--- config.mk ---
export PLATFORM = sky130hd
export DESIGN_NAME = serial_frame_to_pulse_durations
export DESIGN_NICKNAME = d
export VERILOG_FILES = /design/src/hw/rtl/sfpd_pkg.sv /design/src/hw/rtl/serial_frame_to_pulse_durations.sv /design/src/hw/rtl/sfpd_front.sv /design/src/hw/rtl/sfpd_queue.sv /design/src/hw/rtl/sfpd_back.sv
export SDC_FILE = /design/constraint.sdc
export NUM_CORES = 1
export LEC_CHECK = 0
export ABC_CLOCK_PERIOD_IN_PS = 6700
export BUFFER_PORTS_ARGS = -buffer_cell sky130_fd_sc_hd__buf_2
export CAP_MARGIN = 10
export CORE_ASPECT_RATIO = 0.7
export CORE_UTILIZATION = 40
export DETAILED_ROUTE_END_ITERATION = 16
export PLACE_DENSITY = 0.66
export SLEW_MARGIN = 40
export SYNTH_ARGS = -nofsm -noshare
export SYNTH_HDL_FRONTEND = slang
export SYNTH_HIERARCHICAL = 1
export SYNTH_SLANG_ARGS = --single-unit
--- constraint.sdc ---
create_clock -name i_clk -period 6.7 [get_ports i_clk]
set_clock_uncertainty 0.2 [all_clocks]
set_input_delay 0 -clock i_clk [delete_from_list [all_inputs] [get_ports i_clk]]
set_output_delay 0 -clock i_clk [all_outputs]
set_load 0.005 [all_outputs]
--- src/hw/rtl/sfpd_pkg.sv ---
// shared types and constants for the serial frame to pulse durations block
`default_nettype none
package sfpd_pkg;

    localparam int unsigned FRAME_CELLS  = 10;
    localparam int unsigned BYTE_W       = 8;
    localparam int unsigned PERIOD_W     = 13;
    localparam int unsigned DUR_W        = 16;
    localparam int unsigned POS_W        = 4;
    localparam logic [PERIOD_W-1:0] PERIOD_RESET = 13'd1667;
    localparam logic [DUR_W-1:0]    DUR_MAX      = 16'hFFFF;

    typedef logic [FRAME_CELLS-1:0] t_mask;

    typedef struct packed {
        logic  valid;
        t_mask mask;
    } t_run_item;

endpackage
`default_nettype wire

--- src/hw/rtl/serial_frame_to_pulse_durations.sv ---
// top level: frames bytes as 8n1 characters and emits run durations
// path: a byte passes the front register, the queue, then the back end's mask and output registers
// throughput: one run per cycle while pop keeps the output free; the back end has a single multiplier
// a byte yields as many runs as its frame has, 2 to 10
// reset: synchronous active low, clears queue and pipeline, bit period 1667
`default_nettype none
module serial_frame_to_pulse_durations #(
    parameter int unsigned QUEUE_DEPTH = 4
) (
    input  wire logic                          i_clk,
    input  wire logic                          i_rst_n,
    input  wire logic                          push,
    output logic                               full,
    input  wire logic [sfpd_pkg::BYTE_W-1:0]   i_data_byte,
    output logic                               empty,
    input  wire logic                          pop,
    output logic [sfpd_pkg::DUR_W-1:0]         o_run_duration,
    output logic                               o_last_run,
    input  wire logic                          i_cfg_we,
    input  wire logic [sfpd_pkg::PERIOD_W-1:0] i_cfg_wdata
);

    logic [sfpd_pkg::PERIOD_W-1:0] r_bit_period;
    sfpd_pkg::t_run_item           w_q_wr;
    sfpd_pkg::t_run_item           w_q_rd;
    logic                          w_q_full;
    logic                          w_q_pop;

    always_ff @(posedge i_clk) begin
        if (!i_rst_n) begin
            r_bit_period <= sfpd_pkg::PERIOD_RESET;
        end else if (i_cfg_we) begin
            r_bit_period <= i_cfg_wdata;
        end
    end

    sfpd_front u_front (
        .i_clk       (i_clk),
        .i_rst_n     (i_rst_n),
        .i_push      (push),
        .o_full      (full),
        .i_data_byte (i_data_byte),
        .i_q_full    (w_q_full),
        .o_q_wr      (w_q_wr)
    );

    sfpd_queue #(
        .DEPTH (QUEUE_DEPTH)
    ) u_queue (
        .i_clk    (i_clk),
        .i_rst_n  (i_rst_n),
        .i_wr     (w_q_wr),
        .o_full   (w_q_full),
        .o_rd     (w_q_rd),
        .i_rd_pop (w_q_pop)
    );

    sfpd_back u_back (
        .i_clk          (i_clk),
        .i_rst_n        (i_rst_n),
        .i_bit_period   (r_bit_period),
        .i_rd           (w_q_rd),
        .o_rd_pop       (w_q_pop),
        .o_empty        (empty),
        .i_pop          (pop),
        .o_run_duration (o_run_duration),
        .o_last_run     (o_last_run)
    );

endmodule
`default_nettype wire

--- src/hw/rtl/sfpd_front.sv ---
// front end: accepts bytes, frames them and marks run boundaries
`default_nettype none
module sfpd_front (
    input  wire logic                          i_clk,
    input  wire logic                          i_rst_n,
    input  wire logic                          i_push,
    output logic                               o_full,
    input  wire logic [sfpd_pkg::BYTE_W-1:0]   i_data_byte,
    input  wire logic                          i_q_full,
    output sfpd_pkg::t_run_item                o_q_wr
);

    logic                r_valid;
    sfpd_pkg::t_mask     r_mask;
    logic                n_valid;
    sfpd_pkg::t_mask     n_mask;
    sfpd_pkg::t_mask     w_frame;
    sfpd_pkg::t_mask     w_ends;
    logic                w_accept;
    logic                w_write;

    // start bit low, data lsb first, stop bit high
    assign w_frame = {1'b1, i_data_byte, 1'b0};

    // bit i set where a run ends at cell i
    always_comb begin
        for (int i = 0; i < int'(sfpd_pkg::FRAME_CELLS) - 1; i++) begin
            w_ends[i] = w_frame[i] ^ w_frame[i+1];
        end
        w_ends[sfpd_pkg::FRAME_CELLS-1] = 1'b1;
    end

    assign w_write  = r_valid && !i_q_full;
    assign o_full   = r_valid && i_q_full;
    assign w_accept = i_push && !o_full;

    always_comb begin
        n_valid = r_valid;
        n_mask  = r_mask;
        if (w_accept) begin
            n_valid = 1'b1;
            n_mask  = w_ends;
        end else if (w_write) begin
            n_valid = 1'b0;
        end
    end

    always_ff @(posedge i_clk) begin
        if (!i_rst_n) begin
            r_valid <= 1'b0;
        end else begin
            r_valid <= n_valid;
        end
        r_mask <= n_mask;
    end

    assign o_q_wr.valid = w_write;
    assign o_q_wr.mask  = r_mask;

endmodule
`default_nettype wire

--- src/hw/rtl/sfpd_queue.sv ---
// short queue of boundary masks between front and back
`default_nettype none
module sfpd_queue #(
    parameter int unsigned DEPTH = 4
) (
    input  wire logic                i_clk,
    input  wire logic                i_rst_n,
    input  wire sfpd_pkg::t_run_item i_wr,
    output logic                     o_full,
    output sfpd_pkg::t_run_item      o_rd,
    input  wire logic                i_rd_pop
);

    localparam int unsigned AW = $clog2(DEPTH);
    localparam int unsigned CW = $clog2(DEPTH + 1);
    localparam logic [AW-1:0] LAST_PTR = AW'(DEPTH - 1);
    localparam logic [CW-1:0] FULL_CNT = CW'(DEPTH);

    sfpd_pkg::t_mask r_mem [DEPTH];
    logic [AW-1:0]   r_wr_ptr;
    logic [AW-1:0]   r_rd_ptr;
    logic [CW-1:0]   r_count;
    logic [AW-1:0]   n_wr_ptr;
    logic [AW-1:0]   n_rd_ptr;
    logic [CW-1:0]   n_count;
    logic            w_wr;
    logic            w_rd;

    assign o_full     = (r_count == FULL_CNT);
    assign o_rd.valid = (r_count != '0);
    assign o_rd.mask  = r_mem[r_rd_ptr];

    assign w_wr = i_wr.valid;
    assign w_rd = i_rd_pop;

    always_comb begin
        n_wr_ptr = r_wr_ptr;
        n_rd_ptr = r_rd_ptr;
        n_count  = r_count;
        if (w_wr) begin
            n_wr_ptr = (r_wr_ptr == LAST_PTR) ? '0 : r_wr_ptr + AW'(1);
        end
        if (w_rd) begin
            n_rd_ptr = (r_rd_ptr == LAST_PTR) ? '0 : r_rd_ptr + AW'(1);
        end
        if (w_wr && !w_rd) begin
            n_count = r_count + CW'(1);
        end else if (w_rd && !w_wr) begin
            n_count = r_count - CW'(1);
        end
    end

    always_ff @(posedge i_clk) begin
        if (!i_rst_n) begin
            r_wr_ptr <= '0;
            r_rd_ptr <= '0;
            r_count  <= '0;
        end else begin
            r_wr_ptr <= n_wr_ptr;
            r_rd_ptr <= n_rd_ptr;
            r_count  <= n_count;
        end
    end

    always_ff @(posedge i_clk) begin
        if (w_wr) begin
            r_mem[r_wr_ptr] <= i_wr.mask;
        end
    end

    a_count_bound: assert property (@(posedge i_clk) disable iff (!i_rst_n)
        r_count <= FULL_CNT)
        else $error("queue count above depth");

    a_no_write_full: assert property (@(posedge i_clk) disable iff (!i_rst_n)
        w_wr |-> !o_full)
        else $error("queue written while full");

    a_no_read_empty: assert property (@(posedge i_clk) disable iff (!i_rst_n)
        w_rd |-> o_rd.valid)
        else $error("queue read while empty");

endmodule
`default_nettype wire

--- src/hw/rtl/sfpd_back.sv ---
// back end: walks run boundaries and scales each run by the bit period
`default_nettype none
module sfpd_back (
    input  wire logic                          i_clk,
    input  wire logic                          i_rst_n,
    input  wire logic [sfpd_pkg::PERIOD_W-1:0] i_bit_period,
    input  wire sfpd_pkg::t_run_item           i_rd,
    output logic                               o_rd_pop,
    output logic                               o_empty,
    input  wire logic                          i_pop,
    output logic [sfpd_pkg::DUR_W-1:0]         o_run_duration,
    output logic                               o_last_run
);

    localparam int unsigned PROD_W = sfpd_pkg::PERIOD_W + sfpd_pkg::POS_W;
    localparam logic [sfpd_pkg::POS_W-1:0] LAST_POS =
        sfpd_pkg::POS_W'(sfpd_pkg::FRAME_CELLS - 1);

    sfpd_pkg::t_mask              r_mask;
    logic [sfpd_pkg::POS_W-1:0]   r_pos;
    logic                         r_out_valid;
    logic [sfpd_pkg::DUR_W-1:0]   r_dur;
    logic                         r_last;

    sfpd_pkg::t_mask              n_mask;
    logic [sfpd_pkg::POS_W-1:0]   n_pos;
    sfpd_pkg::t_mask              w_rest;
    logic [sfpd_pkg::POS_W-1:0]   w_idx;
    logic [sfpd_pkg::POS_W-1:0]   w_run;
    logic [PROD_W-1:0]            w_prod;
    logic                         w_busy;
    logic                         w_adv;
    logic                         w_take;

    assign w_busy = (r_mask != '0);
    assign w_adv  = !r_out_valid || i_pop;
    assign w_rest = r_mask & (r_mask - sfpd_pkg::t_mask'(1));

    // lowest pending run end
    always_comb begin
        w_idx = LAST_POS;
        for (int i = int'(sfpd_pkg::FRAME_CELLS) - 1; i >= 0; i--) begin
            if (r_mask[i]) begin
                w_idx = sfpd_pkg::POS_W'(i);
            end
        end
    end

    assign w_run  = w_idx - r_pos + sfpd_pkg::POS_W'(1);
    assign w_prod = PROD_W'(w_run) * PROD_W'(i_bit_period);

    assign w_take   = i_rd.valid && (!w_busy || (w_adv && w_rest == '0));
    assign o_rd_pop = w_take;

    always_comb begin
        n_mask = r_mask;
        n_pos  = r_pos;
        if (w_take) begin
            n_mask = i_rd.mask;
            n_pos  = '0;
        end else if (w_adv && w_busy) begin
            n_mask = w_rest;
            n_pos  = w_idx + sfpd_pkg::POS_W'(1);
        end
    end

    always_ff @(posedge i_clk) begin
        if (!i_rst_n) begin
            r_mask      <= '0;
            r_pos       <= '0;
            r_out_valid <= 1'b0;
        end else begin
            r_mask <= n_mask;
            r_pos  <= n_pos;
            if (w_adv) begin
                r_out_valid <= w_busy;
            end
        end
        if (w_adv && w_busy) begin
            r_dur  <= (w_prod[PROD_W-1:sfpd_pkg::DUR_W] != '0) ?
                      sfpd_pkg::DUR_MAX : w_prod[sfpd_pkg::DUR_W-1:0];
            r_last <= (w_idx == LAST_POS);
        end
    end

    assign o_empty        = !r_out_valid;
    assign o_run_duration = r_dur;
    assign o_last_run     = r_last;

    a_stop_pending: assert property (@(posedge i_clk) disable iff (!i_rst_n)
        w_busy |-> r_mask[sfpd_pkg::FRAME_CELLS-1])
        else $error("frame in progress lost its stop boundary");

    a_pos_range: assert property (@(posedge i_clk) disable iff (!i_rst_n)
        w_busy |-> (r_pos <= w_idx))
        else $error("run start beyond next boundary");

    a_take_only_done: assert property (@(posedge i_clk) disable iff (!i_rst_n)
        w_take && w_busy |-> w_adv && (w_rest == '0))
        else $error("new frame loaded before current one finished");

endmodule
`default_nettype wire
==> reports/metrics.cfg <==
[run]
max_cap_violations = 0

[setup_path]
crit_path_end_kind = flip-flop
crit_buf_inv = 4
crit_type = reg -> reg
crit_start = u_back/r_mask[0]
required_ns = 6.58
worstRegToRegCells = 21
cp_num_cells = 21
r2r_slack_ns = 0.28
endpoint = u_back/o_run_duration[15]
arrival_ns = 6.29
crit_family = adder cells
crit_path_max_fanout = 16
start_kind = flip-flop
rr_startpoint = u_back/r_mask[0]
r2r_end = u_back/o_run_duration[15]
max_stage_delay_ns = 0.62
cp_common_cell = fa_1
path_cells = or4_4 -> nor2_2 -> ha_1 -> fa_1 -> xnor2_1 -> xnor2_1 -> xnor2_2 -> buf_4 -> and2_1 -> fa_1 -> inv_1 -> fa_1 -> inv_1 -> ha_1 -> a21o_1 -> a211o_1 -> o21ai_0 -> a2111oi_1 -> a311oi_2 -> buf_4 -> o2111ai_1
critPathSlowestCell = or4_4

[final_layout]
utilization_pct = 48.56
num-fill-cells = 1356
antenna_cells = 0
multi_input_area_um2 = 2957
nets = 697
final_cells = 814
seq_area_um2 = 2743
layout-drive-gt1-share_pct = 13.89
syn2layout_area_growth_pct = 18.16

[drt]
vias_per_cell = 5.091
ant_nets = 0
vias = 4144
drtIter0Drc = 197
wl_um = 12480
dr.pass1.iters = 4
drc = 0
post_drt_wl_per_cell_um = 15.33

[sta]
rsz0062_at_grt = no
max_freq_mhz = 155.8
tightestPinTransition_ns = 0.7204
finalCritPeriodShare_pct = 95.77
setup_viol = 0
min_period_ns = 6.417
relSlewSlack_pct = 51.88
finalMaxSlewViolations = 0
hold_viol = 0

[logic_synthesis]
ys_async_sr_fraction_pct = 0
synth_cell_types = 63
synth_most_common_cell = edfxtp_1
yosysTopAreaCellShare_pct = 32.76
yosysTopAreaCell = edfxtp_1
synth-edff-count = 66
ys_seq_area_share_pct = 45.34
syn-cell-area_um2 = 6050
ys.flop_type = edfxtp_1
avgSynthCellArea_um2 = 11.29
ys_top_cells_by_count = edfxtp_1 (66), inv_1 (58), and2_1 (45), nand2_1 (40), dfxtp_1 (38)
ys_seq_elements = 104
synth.area.top_cells = edfxtp_1 (33%), dfxtp_1 (13%), fa_1 (7.9%), ha_1 (6.8%), and2_1 (4.7%)
syn_inst = 536
yosys_warnings = 6
synth_nets = 619

[placed_design]
portBuffers = 44
place_congestion = 0.8785
post-place-cells = 753
place_hpwl_um = 9110

[worst_hold_path]
hold_class = in -> reg

[floorplanning]
die_h_um = 104.9
die-area_um2 = 15630
start_util_pct = 41.09
rows = 37
coreArea_um2 = 14720
ios = 45
die_w_um = 149.0

[cts]
cts_max_level = 3
clockBufferDepth = 2
cts-buffers-inserted = 9
clock_latency_ns = 0.36
root_buffer = clkbuf_16
clock-sinks = 104
cts_tree = done
clk_pin_slew_ns = 0.07

[global_routing]
grt_start_max_net_pins = 35
grt_overflow_total = 0
grt_pass1_vias = 4202
antenna_found_initial = 0
grt_pass1_wl_um = 20380
grt_usage_pct = 17.05

[outcome]
status = completed

[worst register-to-register path: stages (launching register included)]
cell and delay [ns]:
dfxtp_1 0.39, or4_4 0.62, nor2_2 0.17, ha_1 0.27
fa_1 0.44, xnor2_1 0.15, xnor2_1 0.28, xnor2_2 0.14
buf_4 0.19, and2_1 0.18, fa_1 0.53, inv_1 0.06
fa_1 0.55, inv_1 0.06, ha_1 0.39, a21o_1 0.20
a211o_1 0.29, o21ai_0 0.20, a2111oi_1 0.21, a311oi_2 0.24
buf_4 0.25, o2111ai_1 0.14
[routing by layer]
layer	share of wire (%)	wire length [um]	GRT usage (%)
met1	49	6081	24.23
met2	45	5585	25.78
met3	5.1	640	3.231
met4	1.4	169	6.122
met5	0	0	0
[repair_timing]
action	in CTS	in global routing
pin swaps	0	2
hold buffers	44	0
setup buffers	0	1
endpoints found under the hold margin	33	0
resized for setup	1	3
endpoints found under the setup margin	16	16
[sequential cells by signal, summed over array words and instances, names as in the netlist, named ones only]
| name | flops |
|---|---|
| u_queue/r_rd_ptr | 2 |
| u_back/r_mask | 10 |
| u_back/r_pos | 4 |
| u_queue/r_count | 3 |
| u_queue/r_mem | 40 |
| u_queue/r_wr_ptr | 2 |
| u_back/o_last_run | 1 |
| u_back/o_run_duration | 16 |
| r_bit_period | 13 |
| u_front/r_valid | 1 |
| u_front/r_mask | 9 |
| u_back/r_out_valid | 1 |
[per-stage QoR]
| step | TNS, ns | hold slack, ns | area [um^2] | setup WS (ns) |
|---|---|---|---|---|
| floorplan | 0 | -0.1011 | 6050 | 0.4077 |
| CTS | 0 | 0.003358 | 7131 | 0.09335 |
| global route | 0 | 0.05549 | 7148 | 0.02453 |
| detailed placement | -1.703 | 0.01913 | 6382 | -0.1530 |
| finish | 0 | 0.04693 | 7148 | 0.2835 |
| global placement | 0 | 0.003086 | 6382 | 0.2030 |
[layout by cell type (no fill, tap or decap), drive strengths merged, types with 3 or more instances in the layout]
master	n
buf	47
o21a	3
and2	46
or3	6
a21oi	12
dfxtp	38
xnor2	9
inv	64
nor3b	3
o2111ai	3
fa	24
o21ai	15
nor3	9
dlygate4sd3	44
nor4	4
nand2b	5
edfxtp	66
nor2	25
mux2i	19
a211oi	12
mux4	10
nand2	40
xor2	10
clkbuf	9
ha	33
nor2b	17
a21o	6
a32o	8
[cell families (layout without fill, tap and decap cells)]
logic type	after synthesis	count (layout)	synth area share [%]
AND/OR/NAND/NOR	165	165	14.71
flip-flops	104	104	45.34
buffers and inverters	83	166	6.080
AO/OA/AOI/OAI	78	78	9.431
adder cells (fa/ha/maj)	57	57	14.77
multiplexers	29	29	6.867
XOR/XNOR	19	19	2.751
other	1	1	0.06199
[worst min path at each step]
stage | startpoint | to | slack (ns) | depth (start not counted)
after floorplan | i_data_byte[0] | u_front/r_mask[0] | -0.10 | 0
after global placement | i_data_byte[0] | u_front/r_mask[0] | 0.003 | 1
after detailed placement | i_data_byte[0] | u_front/r_mask[0] | 0.02 | 1
after CTS | i_cfg_we | r_bit_period[6] | 0.003 | 3
after global routing | i_cfg_we | r_bit_period[6] | 0.06 | 3
final | i_cfg_we | r_bit_period[6] | 0.05 | 3
[final cells by class]
class                      instances  area share (%)
clock buffer                       9           3.151
timing repair buffer              91           9.557
inverter                          59           3.098
tap                              195           3.413
multi-input combinational        349           41.36
sequential                       104           38.37
clock inverter                     7           1.050
Power is not shown: default switching activity piles up to over one toggle a cycle in this logic, so the estimate is an artifact.
